===== config.mk =====
export PLATFORM = sky130hd
export DESIGN_NAME = mmas_ctrl
export DESIGN_NICKNAME = d
export VERILOG_FILES = /design/src/hdl/mmas_pkg.sv /design/src/hdl/mmas_ctrl.sv
export SDC_FILE = /design/constraint.sdc
export NUM_CORES = 1
export LEC_CHECK = 0
export BUFFER_PORTS_ARGS = -buffer_cell sky130_fd_sc_hd__buf_2
export CORE_AREA = 2 2 39 41
export CTS_CLUSTER_DIAMETER = 50
export CTS_CLUSTER_SIZE = 30
export DETAILED_ROUTE_END_ITERATION = 8
export DIE_AREA = 0 0 41 43
export PLACE_DENSITY_LB_ADDON = 0.3
export SKIP_CTS_REPAIR_TIMING = 1
export SLEW_MARGIN = 20
export SYNTH_ARGS = -nofsm -noshare
export SYNTH_HDL_FRONTEND = slang
export SYNTH_SLANG_ARGS = --single-unit

===== constraint.sdc =====
create_clock -name i_clk -period 1.81 [get_ports i_clk]
set_input_delay 0.181 -clock i_clk [delete_from_list [all_inputs] [get_ports i_clk]]
set_output_delay 0.181 -clock i_clk [all_outputs]
set_load 0.02 [all_outputs]

===== src/hdl/mmas_pkg.sv =====
// Shared types, codes and constants of the matrix multiply-add stream block.
// Depends on nothing; the RAM, controller, datapath, top level and checker refer to it by scoped names.
package mmas_pkg;

    localparam int MAX_DIM_DEF  = 64;
    localparam int MAX_SURF_DEF = 16;

    localparam int VAL_W      = 32;
    localparam int ACC_W      = 64;
    localparam int CFG_DATA_W = 7;
    localparam int FRAC_W     = 16;

    // Operation codes of an input item.
    localparam logic OP_LOAD   = 1'b0;
    localparam logic OP_STREAM = 1'b1;

    // Configuration register indexes.
    typedef enum logic [0:0] {
        CFG_COUPLING_DIM  = 1'b0,
        CFG_SURFACE_COUNT = 1'b1
    } t_cfg_index;

    typedef struct packed {
        logic              operation;
        logic [5:0]        row;
        logic [6:0]        col;
        logic signed [31:0] value;
    } t_in_item;

    typedef struct packed {
        logic signed [31:0] result_value;
        logic [3:0]         result_row;
        logic [3:0]         result_col;
        logic               last;
    } t_out_item;

    typedef enum logic [2:0] {
        ST_IDLE,
        ST_MAC,
        ST_DRAIN,
        ST_EMIT_RD,
        ST_EMIT_WB
    } t_state;

    // Commands from the controller to the datapath.
    typedef struct packed {
        logic accept;
        logic mac_issue;
        logic emit_read;
        logic emit_write;
    } t_ctrl_cmd;

    // Status from the datapath to the controller.
    typedef struct packed {
        logic item_mac;
        logic item_emit;
        logic issue_last;
        logic pipe_busy;
        logic out_free;
    } t_dp_status;

endpackage


===== src/hdl/mmas_ctrl.sv =====
// Sequencing state machine of the matrix multiply-add stream block.
// Depends on mmas_pkg for the state type and the command and status structs.
module mmas_ctrl (
    input  logic                 i_clk,
    input  logic                 i_rst_n,
    input  logic                 i_in_valid,
    input  mmas_pkg::t_dp_status i_status,
    output mmas_pkg::t_ctrl_cmd  o_cmd,
    output logic                 o_in_stall
);

    mmas_pkg::t_state r_state;
    mmas_pkg::t_state n_state;

    always_ff @(posedge i_clk) begin
        if (!i_rst_n) begin
            r_state <= mmas_pkg::ST_IDLE;
        end else begin
            r_state <= n_state;
        end
    end

    always_comb begin
        n_state    = r_state;
        o_cmd      = '0;
        o_in_stall = 1'b1;
        case (r_state)
            mmas_pkg::ST_IDLE: begin
                o_in_stall = 1'b0;
                if (i_in_valid) begin
                    o_cmd.accept = 1'b1;
                    if (i_status.item_mac) begin
                        n_state = mmas_pkg::ST_MAC;
                    end else if (i_status.item_emit) begin
                        n_state = mmas_pkg::ST_EMIT_RD;
                    end
                end
            end
            mmas_pkg::ST_MAC: begin
                o_cmd.mac_issue = 1'b1;
                if (i_status.issue_last) begin
                    n_state = mmas_pkg::ST_DRAIN;
                end
            end
            mmas_pkg::ST_DRAIN: begin
                if (!i_status.pipe_busy) begin
                    n_state = mmas_pkg::ST_IDLE;
                end
            end
            mmas_pkg::ST_EMIT_RD: begin
                o_cmd.emit_read = 1'b1;
                n_state         = mmas_pkg::ST_EMIT_WB;
            end
            mmas_pkg::ST_EMIT_WB: begin
                if (i_status.out_free) begin
                    o_cmd.emit_write = 1'b1;
                    n_state          = mmas_pkg::ST_IDLE;
                end
            end
            default: begin
                n_state = mmas_pkg::ST_IDLE;
            end
        endcase
    end

endmodule


==> results.sh, run 1 <==
export IMPL_status="completed"
export IMPL_synth_seq_cells=3
export IMPL_worst_setup_path_type="reg -> out"
export IMPL_drv_cap=0
export IMPL_clk_pin_slew_ns=0.04
export IMPL_netlist_instances=23
export IMPL_finalSetupViolCount=0
export IMPL_dieArea_sq_um=1760
export IMPL_synth_area_leader_cell="dfxtp_1"
export IMPL_num_nets_final=47
export IMPL_dr_pass1_iters=2
export IMPL_dr_first_iter_drc_count=3
export IMPL_slew_headroom_pct=83.5
export IMPL_ios=13
export IMPL_critical_path_peak_fanout=9
export IMPL_areaGrowthSynthToFinish_pct=46.3
export IMPL_port_buffers=12
export IMPL_grt_total_usage_pct=7.74
export IMPL_critPathArrivalTime_ns=1.26
export IMPL_die_h_um=43
export IMPL_drive_gt1_share_pct=52.6
export IMPL_htreeDepth=1
export IMPL_rows=14
export IMPL_max_freq_mhz=695
export IMPL_hold_class="in -> reg"
export IMPL_powerDensity_nw_per_um2=839
export IMPL_netlist_top_cells_area="dfxtp_1 29%, o21ai_0 7.3%, nor3b_1 7.3%, and2_1 6.1%, and4bb_2 6.1%"
export IMPL_start_util_pct=14.8
export IMPL_routed_via_count=226
export IMPL_cts_sinks=3
export IMPL_cts_buffers=3
export IMPL_rsz0062_at_grt="no"
export IMPL_largest_reg_flops=3
export IMPL_clk_path_buf_depth=2
export IMPL_antenna_diode_count=0
export IMPL_yosysWarnings=0
export IMPL_core_sq_um=1380
export IMPL_wl_um=485
export IMPL_top_regs="r_state x3"
export IMPL_cts_tree="yes"
export IMPL_hold_slack_ns=0.182
export IMPL_top_register="r_state"
export IMPL_antenna_found_initial=0
export IMPL_viasPerCell=4.19
export IMPL_syn_cell_area_sq_um=205
export IMPL_crit_path_start_kind="flop"
export IMPL_route_detailed_drc=0
export IMPL_finalSetupTns_ns=0
export IMPL_final_cells=54
export IMPL_grt_max_degree=10
export IMPL_grt_pass1_vias=235
export IMPL_ant_nets=0
export IMPL_synthesis_nets=31
export IMPL_dp_cells=50
export IMPL_worstPathRequired_ns=1.63
export IMPL_drt_wirelength_per_cell_um=8.98
export IMPL_p_leak_uw=0.000140
export IMPL_avgSynthCellArea_sq_um=8.92
export IMPL_hold_violations=0
export IMPL_insertion_delay_ns=0.24
export IMPL_cts_root_buf="clkbuf_4"
export IMPL_fin_crit_sh_pct=79.5
export IMPL_slew_violations=0
export IMPL_die_x_um=41
export IMPL_gp_congestion=0.672
export IMPL_worstMarginPinSlew_ns=0.244
export IMPL_post_route_min_period_ns=1.44
export IMPL_synth_cell_type_count=16
export IMPL_fin_skew_ns=0.00146
export IMPL_vdd_drop_max_mv=0.387
export IMPL_end_kind="output port"
export IMPL_yosysTopAreaCellShare_pct=29.3
export IMPL_grt_overflow_total=0
export IMPL_grt_pass1_wl_um=848
export IMPL_ys_seq_area_share_pct=29.3
[routing by layer]
metal | global-route usage, % | part of all wire [%]
met1 | 8.06 | 46
met2 | 9.69 | 34
met3 | 9.42 | 19
met4 | 2.00 | 0
met5 | 0 | 0
[cell families after synthesis]
kind of cell / Yosys count / synth area share, %
simple gates: 13 / 47.6
flops: 3 / 29.3
buf+inv: 2 / 7.31
mux: 1 / 4.88
compound gates: 4 / 11.0
[path summary, 6_finish.rpt]
path | start | to | slack [ns] | cells past startpoint
setup / recovery | r_state[0] | o_cmd[3] | 0.37 | 3
hold / removal | i_rst_n | r_state[2] | 0.18 | 2
setup reg to reg | r_state[0] | r_state[1] | 0.84 | 3
hold reg to reg | r_state[1] | r_state[1] | 0.57 | 2
[metrics by stage]
stage | util (%) | worst slack, ns | total power [uW] | instance area [sq um]
5_1_grt | 21.7 | 0.308 | 271 | 300
4_1_cts | 21.7 | 0.361 | 258 | 300
3_3_place_gp | 19.8 | 0.634 | 133 | 274
6_report | 21.7 | 0.371 | 252 | 300
3_5_place_dp | 19.8 | 0.620 | 133 | 274
2_1_floorplan | - | 0.582 | 117 | 205
[layout by cell type (no fill, tap or decap), drive strengths merged]
master	instances
nor3b	2
mux2i	1
inv	1
nand4	1
nor4b	1
and4bb	1
o21a	1
and2	3
o21ai	3
clkbuf	4
nor2	3
or3	1
buf	12
dfxtp	3
and3b	1
[worst max-delay path, cell delays in order, from the launching register on]
cell	delay (ns)
dfxtp_1	0.37
or3_4	0.42
nor2_2	0.07
buf_2	0.16
[cell type report]
cell class | count | area [sq um]
sequential | 3 | 60.1
tap | 16 | 20.0
fill | 159 | 1080
inverter | 1 | 3.75
timing repair buffer | 12 | 60.1
multi-input combinational | 18 | 130
clock buffer | 4 | 26.3
[cells in the mapped netlist, drive strengths merged]
| master | count |
|---|---|
| o21a | 1 |
| and2 | 3 |
| nor2 | 3 |
| and4bb | 1 |
| nor3b | 2 |
| o21ai | 3 |
| inv | 1 |
| dfxtp | 3 |
| nor4b | 1 |
| buf | 1 |
| and3b | 1 |
| nand4 | 1 |
| mux2i | 1 |
| or3 | 1 |
[where the power goes]
| group | switching (uW) | total, uW | internal [uW] |
|---|---|---|---|
| combinational | 26.3 | 53.0 | 26.7 |
| clock | 37.2 | 120 | 82.8 |
| sequential | 8.04 | 78.9 | 70.9 |
(Power assumes the default switching activity.)
==> run 2: changes to the inputs <==
==> constraint.sdc (replaced) <==
create_clock -name i_clk -period 1.32 [get_ports i_clk]
set_input_delay 0.132 -clock i_clk [delete_from_list [all_inputs] [get_ports i_clk]]
set_output_delay 0.132 -clock i_clk [all_outputs]
set_load 0.02 [all_outputs]
==> run 2 against run 1 <==
Net effect:
- non-clock buffer count up 1
- highest routed layer unchanged
- global-route usage increased by 0.49 points
- worst hold slack worse by 0.045 ns
- critical endpoint unchanged
==> results.sh, run 2 (same netlist as run 1, synthesis figures left out) <==
export IMPL_max_freq_mhz=770
export IMPL_crit_path_start_kind="flop"
export IMPL_grt_max_degree=9
export IMPL_postLayoutCellArea_sq_um=324
export IMPL_largest_reg_flops=3
export IMPL_critical_path_peak_fanout=7
export IMPL_rsz0062_at_grt="yes"
export IMPL_route_detailed_drc=0
export IMPL_netSwitchingFraction_pct=27.8
export IMPL_grt_overflow_total=0
export IMPL_final_cells=55
export IMPL_start_util_pct=14.8
export IMPL_grt_pass1_vias=231
export IMPL_p_seq_share_pct=29.4
export IMPL_cts_buffers=3
export IMPL_gp_congestion=0.666
export IMPL_slowest_delay_ns=0.38
export IMPL_p_sw_uw=98.1
export IMPL_antenna_found_initial=0
export IMPL_die_h_um=43
export IMPL_p_clk_share_pct=45.3
export IMPL_post_route_min_period_ns=1.30
export IMPL_finalSetupTns_ns=0
export IMPL_vdd_drop_max_mv=0.443
export IMPL_p_leak_uw=0.000149
export IMPL_critPathArrivalTime_ns=1.17
export IMPL_place_area_sq_um=282
export IMPL_cts_root_buf="clkbuf_4"
export IMPL_drt_wirelength_per_cell_um=9.45
export IMPL_cp_slowest_cell="or3_4"
export IMPL_grt_pass1_wl_um=897
export IMPL_cts_sinks=3
export IMPL_insertion_delay_ns=0.23
export IMPL_fin_skew_ns=0.000348
export IMPL_dieArea_sq_um=1760
export IMPL_top_register="r_state"
export IMPL_antenna_diode_count=0
export IMPL_dp_cells=51
export IMPL_dr_first_iter_drc_count=3
export IMPL_pre_cts_ws_ns=0.225
export IMPL_ant_nets=0
export IMPL_crit_chain="or3_4, nor2_4, buf_6"
export IMPL_worst_setup_path_type="reg -> out"
export IMPL_num_nets_final=48
export IMPL_status="completed"
export IMPL_clk_pin_slew_ns=0.04
export IMPL_clk_path_buf_depth=2
export IMPL_final_util_pct=23.4
export IMPL_hold_class="in -> reg"
export IMPL_drv_cap=0
export IMPL_slew_violations=0
export IMPL_port_buffers=12
export IMPL_wl_um=520
export IMPL_hold_violations=0
export IMPL_worstMarginPinSlew_ns=0.256
export IMPL_finalSetupViolCount=0
export IMPL_worstPathRequired_ns=1.19
export IMPL_core_sq_um=1380
export IMPL_powerDensity_nw_per_um2=1090
export IMPL_internal_power_uw=255
export IMPL_die_x_um=41
export IMPL_layout_common_cells="11 x buf_2, 3 x o21ai_0, 3 x clkbuf_4"
export IMPL_layout_setup_ws_ns=0.0206
export IMPL_viasPerCell=4.07
export IMPL_slew_headroom_pct=82.7
export IMPL_cts_tree="yes"
export IMPL_top_regs="r_state x3"
export IMPL_grt_total_usage_pct=8.22
export IMPL_final_common_cell="buf_2"
export IMPL_end_kind="output port"
export IMPL_drive_gt1_share_pct=59.0
export IMPL_routed_via_count=224
export IMPL_htreeDepth=1
export IMPL_combinationalPowerShare_pct=25.3
export IMPL_areaGrowthSynthToFinish_pct=57.9
export IMPL_dr_pass1_iters=2
export IMPL_fin_crit_sh_pct=98.4
export IMPL_rows=14
export IMPL_ios=13
-- run 2: layout make-up --
type / instances / area [sq um]
well taps: 16 / 20.0
multi-input cells: 18 / 135
flip-flops and latches: 3 / 65.1
clock buffers: 4 / 26.3
inverters: 1 / 3.75
repair buffers: 13 / 73.8
fillers: 157 / 1060
-- run 2: critical path: cells and delay by family, from the launching register on --
family	cells	cell delay, ns
AND/OR/NAND/NOR	2	0.47
flip-flops	1	0.35
buffers and inverters	1	0.12
-- run 2: worst paths after layout --
path              start          to  slack [ns]  cells past startpoint
min reg2reg  r_state[1]  r_state[1]        0.52                      2
max reg2reg  r_state[0]  r_state[1]        0.34                      4
min             i_rst_n  r_state[2]        0.14                      2
max          r_state[2]    o_cmd[3]        0.02                      3
-- run 2: layer usage --
layer	track usage (%)	vias to the layer above	wire (um)
met4	4.00	0	0
li1	-	113	-
met1	8.33	100	224
met2	10.9	11	223
met5	0	-	0
met3	7.85	0	72
-- run 2: power by group through the flow --
stage               Combinational, uW  Sequential (uW)  Clock (uW)
floorplan                        56.8              103           0
finish                           89.2              104         160
detailed placement               81.1              106           0
global placement                 81.4              105           0
CTS                              81.7              105         168
global route                     98.6              105         181
-- run 2: stage by stage --
| stage | total power (uW) | hold WS, ns |
|---|---|---|
| after floorplan | 160 | 0.250 |
| after global placement | 187 | 0.379 |
| after detailed placement | 187 | 0.378 |
| after CTS | 355 | 0.134 |
| after global routing | 385 | 0.140 |
| final | 353 | 0.137 |
==> run 3: changes to the inputs <==
--- a/config.mk
+++ b/config.mk
@@ -11,6 +11,7 @@
 export CTS_CLUSTER_SIZE = 30
 export DETAILED_ROUTE_END_ITERATION = 8
 export DIE_AREA = 0 0 41 43
+export GPL_TIMING_DRIVEN = 0
 export PLACE_DENSITY_LB_ADDON = 0.3
 export SKIP_CTS_REPAIR_TIMING = 1
 export SLEW_MARGIN = 20
==> run 3 against run 2 <==
Net effect:
- cell count grew 1.8%
- utilization rose by 1.1 points
- worst hold slack lost 0.0022 ns
- register-to-register slack worse by 0.09 ns
- routed wire length fell by 3.1%
- the flow now finishes with violations (negative setup slack)
- count of clock-buffer cells in the layout unchanged
- largest power group unchanged
- combinational power grew 13%
- fmax is 3.3% lower
- clock power rose by 5%
- total power increased by 6.0%
- design area up 4.6%
==> results.sh, run 3 (same netlist as run 1, synthesis figures left out) <==
export IMPL_grt_overflow_total=0
export IMPL_final_common_cell="buf_2"
export IMPL_end_kind="output port"
export IMPL_cp_slowest_cell="or3_4"
export IMPL_finalSetupTns_ns=-0.0236
export IMPL_cp_startpoint="r_state[0]"
export IMPL_num_nets_final=49
export IMPL_hold_violations=0
export IMPL_slew_violations=0
export IMPL_dpl_hpwl_um=359
export IMPL_layout_setup_ws_ns=-0.0236
export IMPL_dr_first_iter_drc_count=1
export IMPL_vdd_drop_max_mv=0.334
export IMPL_grt_pass1_vias=194
export IMPL_fin_crit_sh_pct=102
export IMPL_antenna_found_initial=0
export IMPL_worstPathRequired_ns=1.19
export IMPL_r2r_end="r_state[1]"
export IMPL_powerDensity_nw_per_um2=1100
export IMPL_finalSetupViolCount=1
export IMPL_dr_pass1_iters=2
export IMPL_ant_nets=0
export IMPL_drive_gt1_share_pct=60.0
export IMPL_ff2ff_path_depth=5
export IMPL_grt_max_degree=10
export IMPL_grt_pass1_wl_um=800
export IMPL_final_util_pct=24.5
export IMPL_clk_path_buf_depth=2
export IMPL_slowest_delay_ns=0.35
export IMPL_ios=13
export IMPL_dieArea_sq_um=1760
export IMPL_reg2reg_from="r_state[0]"
export IMPL_cts_tree="yes"
export IMPL_grt_total_usage_pct=7.31
export IMPL_hold_start="i_rst_n"
export IMPL_worstMarginPinSlew_ns=0.265
export IMPL_place_area_sq_um=285
export IMPL_core_sq_um=1380
export IMPL_critPathArrivalTime_ns=1.21
export IMPL_top_regs="r_state x3"
export IMPL_max_freq_mhz=744
export IMPL_insertion_delay_ns=0.24
export IMPL_postLayoutCellArea_sq_um=339
export IMPL_path_common_cell="buf_6"
export IMPL_clk_pin_slew_ns=0.04
export IMPL_status="finished with violations"
export IMPL_antenna_diode_count=0
export IMPL_largest_reg_flops=3
export IMPL_worst_setup_path_type="reg -> out"
export IMPL_crit_chain="buf_6, or3_4, nor2_4, buf_6"
export IMPL_hold_class="in -> reg"
export IMPL_hold_slack_ns=0.135
export IMPL_p_leak_uw=0.000157
export IMPL_rows=14
export IMPL_viasPerCell=3.89
export IMPL_die_h_um=43
export IMPL_critical_path_peak_fanout=7
export IMPL_areaGrowthSynthToFinish_pct=65.2
export IMPL_htreeDepth=1
export IMPL_layout_common_cells="10 x buf_2, 3 x buf_6, 3 x o21ai_0, 3 x clkbuf_4"
export IMPL_routed_via_count=218
export IMPL_drv_cap=0
export IMPL_failed_checks="negative setup slack"
export IMPL_start_util_pct=14.8
export IMPL_top_register="r_state"
export IMPL_fin_skew_ns=0.00160
export IMPL_slew_headroom_pct=82.1
export IMPL_crit_path_start_kind="flop"
export IMPL_pre_cts_ws_ns=0.155
export IMPL_rsz0062_at_grt="yes"
export IMPL_cts_sinks=3
export IMPL_post_route_min_period_ns=1.34
export IMPL_route_detailed_drc=0
export IMPL_port_buffers=12
export IMPL_die_x_um=41
export IMPL_cts_root_buf="clkbuf_4"
export IMPL_holdPathStages=2
export IMPL_wl_um=504
export IMPL_drt_wirelength_per_cell_um=9.00
export IMPL_gp_congestion=0.651
export IMPL_whs_endpoint="r_state[2]"
export IMPL_cts_buffers=3
export IMPL_regToRegSetupSlack_ns=0.25
-- run 3: changes by cell type in the layout (fill, tap and decap cells not counted), sizes merged --
cell / previous run / this run
buf: 13 / 14
-- run 3: worst max path at each step --
stage               slack (ns)  endpoint  cells past startpoint
global route             -0.07  o_cmd[3]                      4
global placement          0.16  o_cmd[3]                      4
detailed placement        0.16  o_cmd[3]                      4
finish                   -0.02  o_cmd[3]                      4
CTS                      -0.11  o_cmd[3]                      4
floorplan                 0.14  o_cmd[3]                      3
-- run 3: layout make-up --
cell class	instances	area (sq um)
Inverter	1	3.75
Multi-Input combinational cell	18	135
Tap cell	16	20.0
Sequential cell	3	62.6
Timing Repair Buffer	13	80.1
Clock buffer	4	26.3
Fill cell	156	1040
Buffer	1	11.3
-- run 3: metal layers --
layer	up-vias	GRT usage, %	routed length [um]
met2	13	8.13	181
met3	0	6.28	79
met4	0	6.00	0
li1	118	-	-
met5	-	0	0
met1	87	8.31	243
-- run 3: through the flow --
stage	instances	power [uW]
final	56	374
after detailed placement	51	188
after CTS	55	364
after floorplan	23	160
after global placement	51	188
after global routing	56	408
-- run 3: critical path: cells and delay by family, from the launching register on --
kind,cells,cell delay [ns]
AND/OR/NAND/NOR,2,0.44
buffers and inverters,2,0.24
flip-flops,1,0.30
-- run 3: where the power goes --
group          total (uW)  internal [uW]  switching [uW]
Clock                 168            114            54.4
Combinational         101           55.3            46.0
Sequential            104           97.9            6.54
Total                 374            267             107
